<file path="src/rtl/fbpa_pkg.sv">
`timescale 1ns / 1ps

package fbpa_pkg;

  localparam int ADDR_W     = 48;
  localparam int CNT_W      = 7;
  localparam int BYTES_W    = 17;
  localparam int STRIDE_W   = BYTES_W + 1;
  localparam int STAT_W     = 2;
  localparam int CFG_IDX_W  = 2;
  localparam int LINE_BYTES = 64;

  localparam logic [CFG_IDX_W-1:0] CFG_POOL_BASE     = 2'd0;
  localparam logic [CFG_IDX_W-1:0] CFG_ELEMENT_COUNT = 2'd1;
  localparam logic [CFG_IDX_W-1:0] CFG_ELEMENT_BYTES = 2'd2;

  localparam logic [STAT_W-1:0] ST_DONE    = 2'd0;
  localparam logic [STAT_W-1:0] ST_EMPTY   = 2'd1;
  localparam logic [STAT_W-1:0] ST_BAD_PUT = 2'd2;

  localparam logic KIND_GET = 1'b0;
  localparam logic KIND_PUT = 1'b1;

  localparam logic [ADDR_W-1:0]  BASE_RST  = '0;
  localparam logic [CNT_W-1:0]   COUNT_RST = 7'd64;
  localparam int                 BYTES_RST = 64;

  typedef struct packed {
    logic              kind;
    logic [ADDR_W-1:0] address;
  } fbpa_in_t;

  typedef struct packed {
    logic [STAT_W-1:0] status;
    logic [ADDR_W-1:0] granted_address;
    logic [CNT_W-1:0]  free_slots;
  } fbpa_out_t;

  typedef enum logic [1:0] {
    S_IDLE,
    S_GET_MUL,
    S_GET_SUM,
    S_PUT_DIV
  } fbpa_state_t;

endpackage

</file>
<file path="src/rtl/fbpa_queue.sv">
`timescale 1ns / 1ps

module fbpa_queue #(
  parameter int DEPTH = 64,
  parameter int IW    = 6
) (
  input  logic          clk,
  input  logic          rst_n,
  input  logic          clear,
  input  logic          rd_en,
  input  logic [IW-1:0] rd_addr,
  output logic [IW-1:0] rd_slot,
  input  logic          wr_en,
  input  logic [IW-1:0] wr_addr,
  input  logic [IW-1:0] wr_data
);

  logic [IW-1:0]    mem [DEPTH];
  logic [DEPTH-1:0] valid_r;
  logic [IW-1:0]    rd_data_r;
  logic [IW-1:0]    rd_addr_r;
  logic             rd_valid_r;

  // An entry never written since the last clear reads back as its own index.
  always_ff @(posedge clk) begin
    if (wr_en) begin
      mem[wr_addr] <= wr_data;
    end
    if (rd_en) begin
      rd_data_r  <= mem[rd_addr];
      rd_addr_r  <= rd_addr;
      rd_valid_r <= valid_r[rd_addr];
    end
  end

  always_ff @(posedge clk) begin
    if (!rst_n || clear) begin
      valid_r <= '0;
    end else if (wr_en) begin
      valid_r[wr_addr] <= 1'b1;
    end
  end

  assign rd_slot = rd_valid_r ? rd_data_r : rd_addr_r;

endmodule

</file>
<file path="src/rtl/fbpa_divider.sv">
`timescale 1ns / 1ps

module fbpa_divider #(
  parameter int AW = 48,
  parameter int DW = 17,
  parameter int QW = 6
) (
  input  logic          clk,
  input  logic          rst_n,
  input  logic          start,
  input  logic [AW-1:0] dividend,
  input  logic [DW-1:0] divisor,
  output logic          done,
  output logic [QW-1:0] quotient,
  output logic          rem_zero
);

  localparam int WW  = AW + QW;
  localparam int CTW = $clog2(QW + 1);

  logic [WW-1:0]  rem_r;
  logic [WW-1:0]  dsh_r;
  logic [QW-1:0]  q_r;
  logic [CTW-1:0] cnt_r;
  logic           run_r;
  logic           done_r;
  logic           take;

  // Restoring division, one quotient bit per cycle. A remainder left
  // nonzero also covers a quotient that does not fit in QW bits.
  assign take = (rem_r >= dsh_r);

  always_ff @(posedge clk) begin
    if (start) begin
      rem_r <= WW'(dividend);
      dsh_r <= WW'(divisor) << (QW - 1);
      q_r   <= '0;
    end else if (run_r) begin
      if (take) begin
        rem_r <= rem_r - dsh_r;
      end
      q_r   <= (q_r << 1) | QW'(take);
      dsh_r <= dsh_r >> 1;
    end
  end

  always_ff @(posedge clk) begin
    if (!rst_n) begin
      run_r  <= 1'b0;
      done_r <= 1'b0;
      cnt_r  <= '0;
    end else begin
      done_r <= 1'b0;
      if (start) begin
        run_r <= 1'b1;
        cnt_r <= CTW'(QW);
      end else if (run_r) begin
        cnt_r <= cnt_r - CTW'(1);
        if (cnt_r == CTW'(1)) begin
          run_r  <= 1'b0;
          done_r <= 1'b1;
        end
      end
    end
  end

  assign done     = done_r;
  assign quotient = q_r;
  assign rem_zero = (rem_r == '0);

endmodule

</file>
<file path="src/rtl/fixed_block_pool_allocator.sv">
`timescale 1ns / 1ps

// Channel   Ports                                  Handshake
// input     start, busy, in_item                   taken when start & !busy
// result    out_valid, out_result                  one-cycle strobe, no stall
// config    cfg_valid, cfg_ready, cfg_index/data   taken when valid & ready
//
// A get runs as a free queue read, then slot times stride, then a base add.
// An empty get answers in the cycle after it is taken.
// A put waits on the bit-serial divider, then checks and frees the slot.
// Reset and each configuration beat to index 0, 1 or 2 reinitialize the pool.
// The receiver cannot stall; each item yields exactly one result beat.
module fixed_block_pool_allocator
  import fbpa_pkg::*;
#(
  parameter int MAX_ELEMENTS = 64
) (
  input  logic                 clk,
  input  logic                 rst_n,
  input  logic                 start,
  output logic                 busy,
  input  fbpa_in_t             in_item,
  output logic                 out_valid,
  output fbpa_out_t            out_result,
  input  logic                 cfg_valid,
  output logic                 cfg_ready,
  input  logic [CFG_IDX_W-1:0] cfg_index,
  input  logic [ADDR_W-1:0]    cfg_data
);

  localparam int IW = (MAX_ELEMENTS > 1) ? $clog2(MAX_ELEMENTS) : 1;
  localparam int CW = $clog2(MAX_ELEMENTS + 1);
  localparam int PW = IW + STRIDE_W;
  localparam logic [STRIDE_W-1:0] STRIDE_RST =
    STRIDE_W'(((BYTES_RST + LINE_BYTES - 1) / LINE_BYTES) * LINE_BYTES);
  localparam int SLOTS_RST =
    (int'(COUNT_RST) > MAX_ELEMENTS) ? MAX_ELEMENTS : int'(COUNT_RST);
  localparam logic [IW-1:0] TAIL_RST =
    (SLOTS_RST >= MAX_ELEMENTS) ? '0 : IW'(SLOTS_RST);

  function automatic logic [CW-1:0] slot_count(input logic [CNT_W-1:0] ec);
    logic [CW+CNT_W-1:0] e;
    e = (CW + CNT_W)'(ec);
    if (e > (CW + CNT_W)'(MAX_ELEMENTS)) begin
      return CW'(MAX_ELEMENTS);
    end
    return e[CW-1:0];
  endfunction

  function automatic logic [CNT_W-1:0] free7(input logic [CW-1:0] v);
    logic [CW+CNT_W-1:0] e;
    e = (CW + CNT_W)'(v);
    return e[CNT_W-1:0];
  endfunction

  function automatic logic [IW-1:0] next_index(input logic [IW-1:0] i);
    if (i == IW'(MAX_ELEMENTS - 1)) begin
      return '0;
    end
    return i + IW'(1);
  endfunction

  fbpa_state_t             state_r, state_nxt;
  logic [ADDR_W-1:0]       base_r, base_nxt;
  logic [CNT_W-1:0]        count_r, count_nxt;
  logic [STRIDE_W-1:0]     stride_r, stride_nxt;
  logic [IW-1:0]           head_r, head_nxt;
  logic [IW-1:0]           tail_r, tail_nxt;
  logic [CW-1:0]           free_r, free_nxt;
  logic [MAX_ELEMENTS-1:0] used_r, used_nxt;
  logic [PW-1:0]           prod_r, prod_nxt;
  logic                    out_valid_r, out_valid_nxt;
  fbpa_out_t               out_r, out_nxt;

  logic [CW-1:0]           slots_c;
  logic [CW-1:0]           slots_new;
  logic [31:0]             bytes_c;
  logic                    init_c;
  logic                    q_rd_en;
  logic [IW-1:0]           q_rd_slot;
  logic                    q_wr_en;
  logic                    div_start;
  logic [ADDR_W-1:0]       div_dividend;
  logic                    div_done;
  logic [IW-1:0]           div_q;
  logic                    div_rem_zero;

  assign slots_c = slot_count(count_r);
  assign bytes_c = (cfg_data[BYTES_W-1:0] == '0) ? 32'd1 : 32'(cfg_data[BYTES_W-1:0]);
  assign div_dividend = in_item.address - base_r;

  fbpa_queue #(
    .DEPTH (MAX_ELEMENTS),
    .IW    (IW)
  ) u_queue (
    .clk     (clk),
    .rst_n   (rst_n),
    .clear   (init_c),
    .rd_en   (q_rd_en),
    .rd_addr (head_r),
    .rd_slot (q_rd_slot),
    .wr_en   (q_wr_en),
    .wr_addr (tail_r),
    .wr_data (div_q)
  );

  fbpa_divider #(
    .AW (ADDR_W),
    .DW (STRIDE_W),
    .QW (IW)
  ) u_divider (
    .clk      (clk),
    .rst_n    (rst_n),
    .start    (div_start),
    .dividend (div_dividend),
    .divisor  (stride_r),
    .done     (div_done),
    .quotient (div_q),
    .rem_zero (div_rem_zero)
  );

  always_ff @(posedge clk) begin
    if (!rst_n) begin
      state_r     <= S_IDLE;
      base_r      <= BASE_RST;
      count_r     <= COUNT_RST;
      stride_r    <= STRIDE_RST;
      head_r      <= '0;
      tail_r      <= TAIL_RST;
      free_r      <= CW'(SLOTS_RST);
      used_r      <= '0;
      out_valid_r <= 1'b0;
    end else begin
      state_r     <= state_nxt;
      base_r      <= base_nxt;
      count_r     <= count_nxt;
      stride_r    <= stride_nxt;
      head_r      <= head_nxt;
      tail_r      <= tail_nxt;
      free_r      <= free_nxt;
      used_r      <= used_nxt;
      out_valid_r <= out_valid_nxt;
    end
  end

  always_ff @(posedge clk) begin
    prod_r <= prod_nxt;
    out_r  <= out_nxt;
  end

  always_comb begin
    state_nxt     = state_r;
    base_nxt      = base_r;
    count_nxt     = count_r;
    stride_nxt    = stride_r;
    head_nxt      = head_r;
    tail_nxt      = tail_r;
    free_nxt      = free_r;
    used_nxt      = used_r;
    prod_nxt      = prod_r;
    out_valid_nxt = 1'b0;
    out_nxt       = out_r;
    q_rd_en       = 1'b0;
    q_wr_en       = 1'b0;
    div_start     = 1'b0;
    init_c        = 1'b0;
    slots_new     = slots_c;

    unique case (state_r)
      S_IDLE: begin
        if (start) begin
          if (in_item.kind == KIND_GET) begin
            if (free_r == '0) begin
              out_valid_nxt = 1'b1;
              out_nxt       = '{status: ST_EMPTY, granted_address: '0,
                                free_slots: free7(free_r)};
            end else begin
              q_rd_en   = 1'b1;
              state_nxt = S_GET_MUL;
            end
          end else begin
            div_start = 1'b1;
            state_nxt = S_PUT_DIV;
          end
        end
      end
      S_GET_MUL: begin
        prod_nxt            = PW'(q_rd_slot) * PW'(stride_r);
        used_nxt[q_rd_slot] = 1'b1;
        head_nxt            = next_index(head_r);
        free_nxt            = free_r - CW'(1);
        state_nxt           = S_GET_SUM;
      end
      S_GET_SUM: begin
        out_valid_nxt = 1'b1;
        out_nxt       = '{status: ST_DONE, granted_address: base_r + ADDR_W'(prod_r),
                          free_slots: free7(free_r)};
        state_nxt     = S_IDLE;
      end
      S_PUT_DIV: begin
        if (div_done) begin
          out_valid_nxt = 1'b1;
          out_nxt       = '{status: ST_BAD_PUT, granted_address: '0,
                            free_slots: free7(free_r)};
          if (div_rem_zero && ((CW + IW)'(div_q) < (CW + IW)'(slots_c))) begin
            if (used_r[div_q]) begin
              q_wr_en         = 1'b1;
              used_nxt[div_q] = 1'b0;
              tail_nxt        = next_index(tail_r);
              free_nxt        = free_r + CW'(1);
              out_nxt         = '{status: ST_DONE, granted_address: '0,
                                  free_slots: free7(free_r + CW'(1))};
            end
          end
          state_nxt = S_IDLE;
        end
      end
      default: begin
        state_nxt = S_IDLE;
      end
    endcase

    if (cfg_valid && cfg_ready) begin
      unique case (cfg_index)
        CFG_POOL_BASE: begin
          base_nxt = cfg_data;
          init_c   = 1'b1;
        end
        CFG_ELEMENT_COUNT: begin
          count_nxt = cfg_data[CNT_W-1:0];
          init_c    = 1'b1;
        end
        CFG_ELEMENT_BYTES: begin
          stride_nxt = STRIDE_W'(((bytes_c + 32'(LINE_BYTES - 1)) / LINE_BYTES) * LINE_BYTES);
          init_c     = 1'b1;
        end
        default: begin
          init_c = 1'b0;
        end
      endcase
    end

    if (init_c) begin
      slots_new = slot_count(count_nxt);
      head_nxt  = '0;
      tail_nxt  = (slots_new >= CW'(MAX_ELEMENTS)) ? '0 : slots_new[IW-1:0];
      free_nxt  = slots_new;
      used_nxt  = '0;
    end
  end

  assign busy       = (state_r != S_IDLE);
  assign cfg_ready  = (state_r == S_IDLE);
  assign out_valid  = out_valid_r;
  assign out_result = out_r;

  a_result_idle: assert property (@(posedge clk) disable iff (!rst_n)
    out_valid |-> !busy)
    else $error("result beat while an item is still in progress");

  a_free_bound: assert property (@(posedge clk) disable iff (!rst_n)
    (CW + IW)'(free_r) <= (CW + IW)'(slots_c))
    else $error("free count exceeds the slot count");

  a_accept_progress: assert property (@(posedge clk) disable iff (!rst_n)
    (start && !busy) |=> (busy || out_valid))
    else $error("accepted item neither in progress nor answered");

  a_fail_zero_addr: assert property (@(posedge clk) disable iff (!rst_n)
    (out_valid && out_result.status != ST_DONE) |-> (out_result.granted_address == '0))
    else $error("failed item reports a nonzero address");

endmodule

</file>
<file path="config.mk">
export PLATFORM = sky130hd
export DESIGN_NAME = fixed_block_pool_allocator
export DESIGN_NICKNAME = d
export VERILOG_FILES = /design/src/rtl/fbpa_pkg.sv /design/src/rtl/fbpa_queue.sv /design/src/rtl/fbpa_divider.sv /design/src/rtl/fixed_block_pool_allocator.sv
export SDC_FILE = /design/constraint.sdc
export NUM_CORES = 2
export LEC_CHECK = 0
export ABC_CLOCK_PERIOD_IN_PS = 5600
export BUFFER_PORTS_ARGS = -buffer_cell sky130_fd_sc_hd__buf_2
export CAP_MARGIN = 20
export CORE_ASPECT_RATIO = 1.75
export CORE_UTILIZATION = 60
export CTS_BUF_LIST = sky130_fd_sc_hd__clkbuf_4 sky130_fd_sc_hd__clkbuf_8
export DETAILED_ROUTE_END_ITERATION = 8
export PLACE_DENSITY = 0.85
export RECOVER_POWER = 100
export SLEW_MARGIN = 20
export SYNTH_ARGS = -nofsm -noshare
export SYNTH_HDL_FRONTEND = slang
export SYNTH_SLANG_ARGS = --single-unit
export TNS_END_PERCENT = 20
</file>
<file path="constraint.sdc">
create_clock -name clk -period 5.6 [get_ports clk]
set_clock_uncertainty 0.1 [all_clocks]
set_input_delay 0.28 -clock clk [delete_from_list [all_inputs] [get_ports clk]]
set_output_delay 0.28 -clock clk [all_outputs]
set_load 0.005 [all_outputs]
</file>
==> qor.txt <==
most frequent cells in the layout: edfxtp_1, nand2_1, nor2_1, a21oi_1, dfxtp_1
htree depth: 3
share of layout cells above drive strength 1: 15.0%
RSZ-0062 raised after global routing: no
hold depth: 5
total of max-cap violations: 14
vias in the first global route: 29,136
die area: 0.0663 sq mm
die width: 195 um
DRT antenna net count: 0
commonest non-fill, non-tap cell in the layout: edfxtp_1
Detail Placement HPWL: 77,200 um
largest net degree at the start of global routing: 75
GPL Wtd Cong: 1.02
Setup TNS Final: 0 ns
Area after DPL: 0.0408 sq mm
Net Sw Power: 3760 uW
Root Buffer: clkbuf_8
Longest Clk Path Bufs: 3
Std-Cell Rows: 123
internal power: 9760 uW
Synth Register Bits: 777
Net Count, Synth: 3,578
Least-Margin Pin Slew: 4.09 ns
Iter 0 DRT Violations: 2,557
power share of the clock group: 34.6%
distinct cell type count after synthesis: 80
run status: finished with violations
number of flops mapped to enable cells by yosys: 538
drt drc: 0
Post-synth top flop: edfxtp_1
I/O Buffers: 162
Tot GR Track Use: 34.1%
Sw Ratio: 27.8%
Setup violations, final: 0
FF+latch area: 0.0209 sq mm
DR WL/cell: 25.4 um
Yosys Warn Count: 0
share of power burned in combinational logic: 15.7%
Post-Syn Instances: 3,305
Seq pwr share: 49.7%
failing checks: max-capacitance violations, max-slew violations
global-route wire length before repair: 170,000 um
Pins Over Slew Limit: 644
clk_lat worst skew: 0.80 ns
P_leak: 0.0152 uW
post-synthesis cell area: 0.0391 sq mm
CP Class: register to register
TritonCTS buffer count: 106
Finished Cell Area: 0.0435 sq mm
Die Height: 340 um
P&R area growth vs syn: 11.1%
CORE AREA: 0.0643 sq mm
total clock sinks: 777
area of the multi-input gates: 0.0170 sq mm
Hold WC Path Type: primary input to register
Via density: 6.53
post-layout min period: 5.34 ns
reg2reg path depth: 18
IO Count: 163
Worst IR Drop VDD: 300 uV
relative slew slack: -173%
fin nets: 3,778
WL final: 112,000 um
Synth async-reset ratio: 0%
initial antenna violation count: 15
CP required: 5.98 ns
period utilization: 95.3%
Vias: 28,823
router iterations before antenna repair: 8
CTS tree: built
Setup crit end kind: register
register area share after synthesis: 53.5%
Mean Syn Cell Area: 11.8 sq um
Initial Util: 60.8%
Worst Setup Start Kind: register
filler cell count: 4,519
Reg clk slew, reported paths: 0.07 ns
final hold violation count: 0
Fmax: 187 MHz
CP arrival: 5.72 ns
total congestion overflow: 0
crit path max fanout: 16
Post-CTS Setup Bufs: 0
PD cells: 311 mW/mm^2
[layout make-up]
| class | count | share of cell area [%] |
|---|---|---|
| Sequential cell | 777 | 48.2 |
| Multi-Input combinational cell | 2195 | 39.1 |
| Clock buffer | 160 | 4.42 |
| Timing Repair Buffer | 264 | 3.71 |
| Tap cell | 812 | 2.34 |
| Inverter | 161 | 1.39 |
| Clock inverter | 35 | 0.815 |
| Antenna cell | 13 | 0.0748 |
[routing by layer]
metal | vias up | share of wire, % | global-route usage (%) | wire length, um
met3 | 540 | 9.1 | 7.89 | 10300
met2 | 1763 | 50 | 59.7 | 56500
met4 | 14 | 9.2 | 27.6 | 10300
li1 | 12662 | - | - | -
met1 | 13844 | 31 | 34.4 | 35100
met5 | - | 0.083 | 0 | 93
[power groups by stage]
stage	Sequential, uW	Combinational (uW)	Clock, uW
floorplan	6730	1450	0
global placement	6820	1980	0
detailed placement	6830	2030	0
CTS	6710	2070	4690
global route	6740	2290	4950
finish	6730	2120	4680
[final timing paths]
check                                                  start                        endpoint  slack (ns)
worst min register to register        head_r[3]$_SDFFE_PP0P_  u_queue.rd_addr_r[3]$_DFFE_PP_        0.35
worst min-delay path                            cfg_index[1]          tail_r[4]$_SDFFE_PN0P_        0.06
worst max-delay path            u_queue.rd_valid_r$_DFFE_PP_            prod_r[23]$_DFFE_PP_        0.26
worst max register to register  u_queue.rd_valid_r$_DFFE_PP_            prod_r[23]$_DFFE_PP_        0.26
[critical path, cell delays in order (launching register included)]
cell and delay (ns):
edfxtp_1 0.43, buf_4 0.21, mux2_2 0.49, and2_0 0.24, fa_1 0.51, inv_1 0.05, fa_1 0.47, fa_1 0.54
inv_1 0.04, ha_1 0.31, a21oi_1 0.10, o21bai_1 0.23, a21oi_1 0.14, o31ai_1 0.40, a41oi_1 0.21, a21oi_1 0.24
a21o_1 0.15, a21oi_1 0.07, xnor2_1 0.13
[flip-flops by register name (all words and copies together), names as in the netlist, 7 cells and up]
name	flops
stride_r	12
u_queue.valid_r	64
out_result	57
u_divider.dsh_r	23
count_r	7
base_r	48
used_r	64
u_divider.rem_r	54
prod_r	18
u_queue.mem	384
free_r	7
[synthesized netlist by cell type (44+ instances only)]
cell / count / area, sq um
a21o_1: 49 / 368
a21oi_1: 239 / 1200
and2_1: 73 / 457
clkbuf_1: 128 / 480
dfxtp_1: 239 / 4780
edfxtp_1: 538 / 16200
fa_1: 44 / 881
ha_1: 126 / 1580
inv_1: 159 / 597
mux2i_1: 47 / 470
mux4_2: 157 / 3540
nand2_1: 339 / 1270
nand3_1: 63 / 315
nor2_1: 244 / 916
nor3_1: 63 / 315
o21a_1: 47 / 353
o21ai_0: 111 / 556
o31ai_1: 70 / 526
xnor2_1: 97 / 850
xor2_1: 54 / 473
[metrics by stage]
stage / utilization [%] / hold WS (ns) / worst slack (ns) / total power (uW) / instances
after floorplan: - / 0.306 / 0.523 / 8180 / 3305
after global placement: 63.3 / 0.324 / 0.429 / 8800 / 4152
after detailed placement: 63.4 / 0.343 / 0.322 / 8850 / 4152
after CTS: 67.8 / 0.0189 / 0.330 / 13500 / 4403
after global routing: 67.5 / 0.0670 / 0.0158 / 14000 / 4409
final: 67.6 / 0.0647 / 0.264 / 13500 / 4417
[repair_timing]
item,in CTS,in global routing
resized for setup,0,1
hold buffers,56,0
hold endpoints to repair,80,0
endpoints found under the setup margin,0,1
[cells by family after synthesis]
group                    count (synthesis)  share of synthesized area (%)
AO/OA/AOI/OAI                          683                           11.1
XOR/XNOR                               151                           3.38
adder cells (fa/ha/maj)                170                           6.28
buffers and inverters                  333                           3.28
AND/OR/NAND/NOR                        979                           12.0
multiplexers                           212                           10.5
flip-flops                             777                           53.5
No activity file was read; power rests on OpenSTA's default activity.
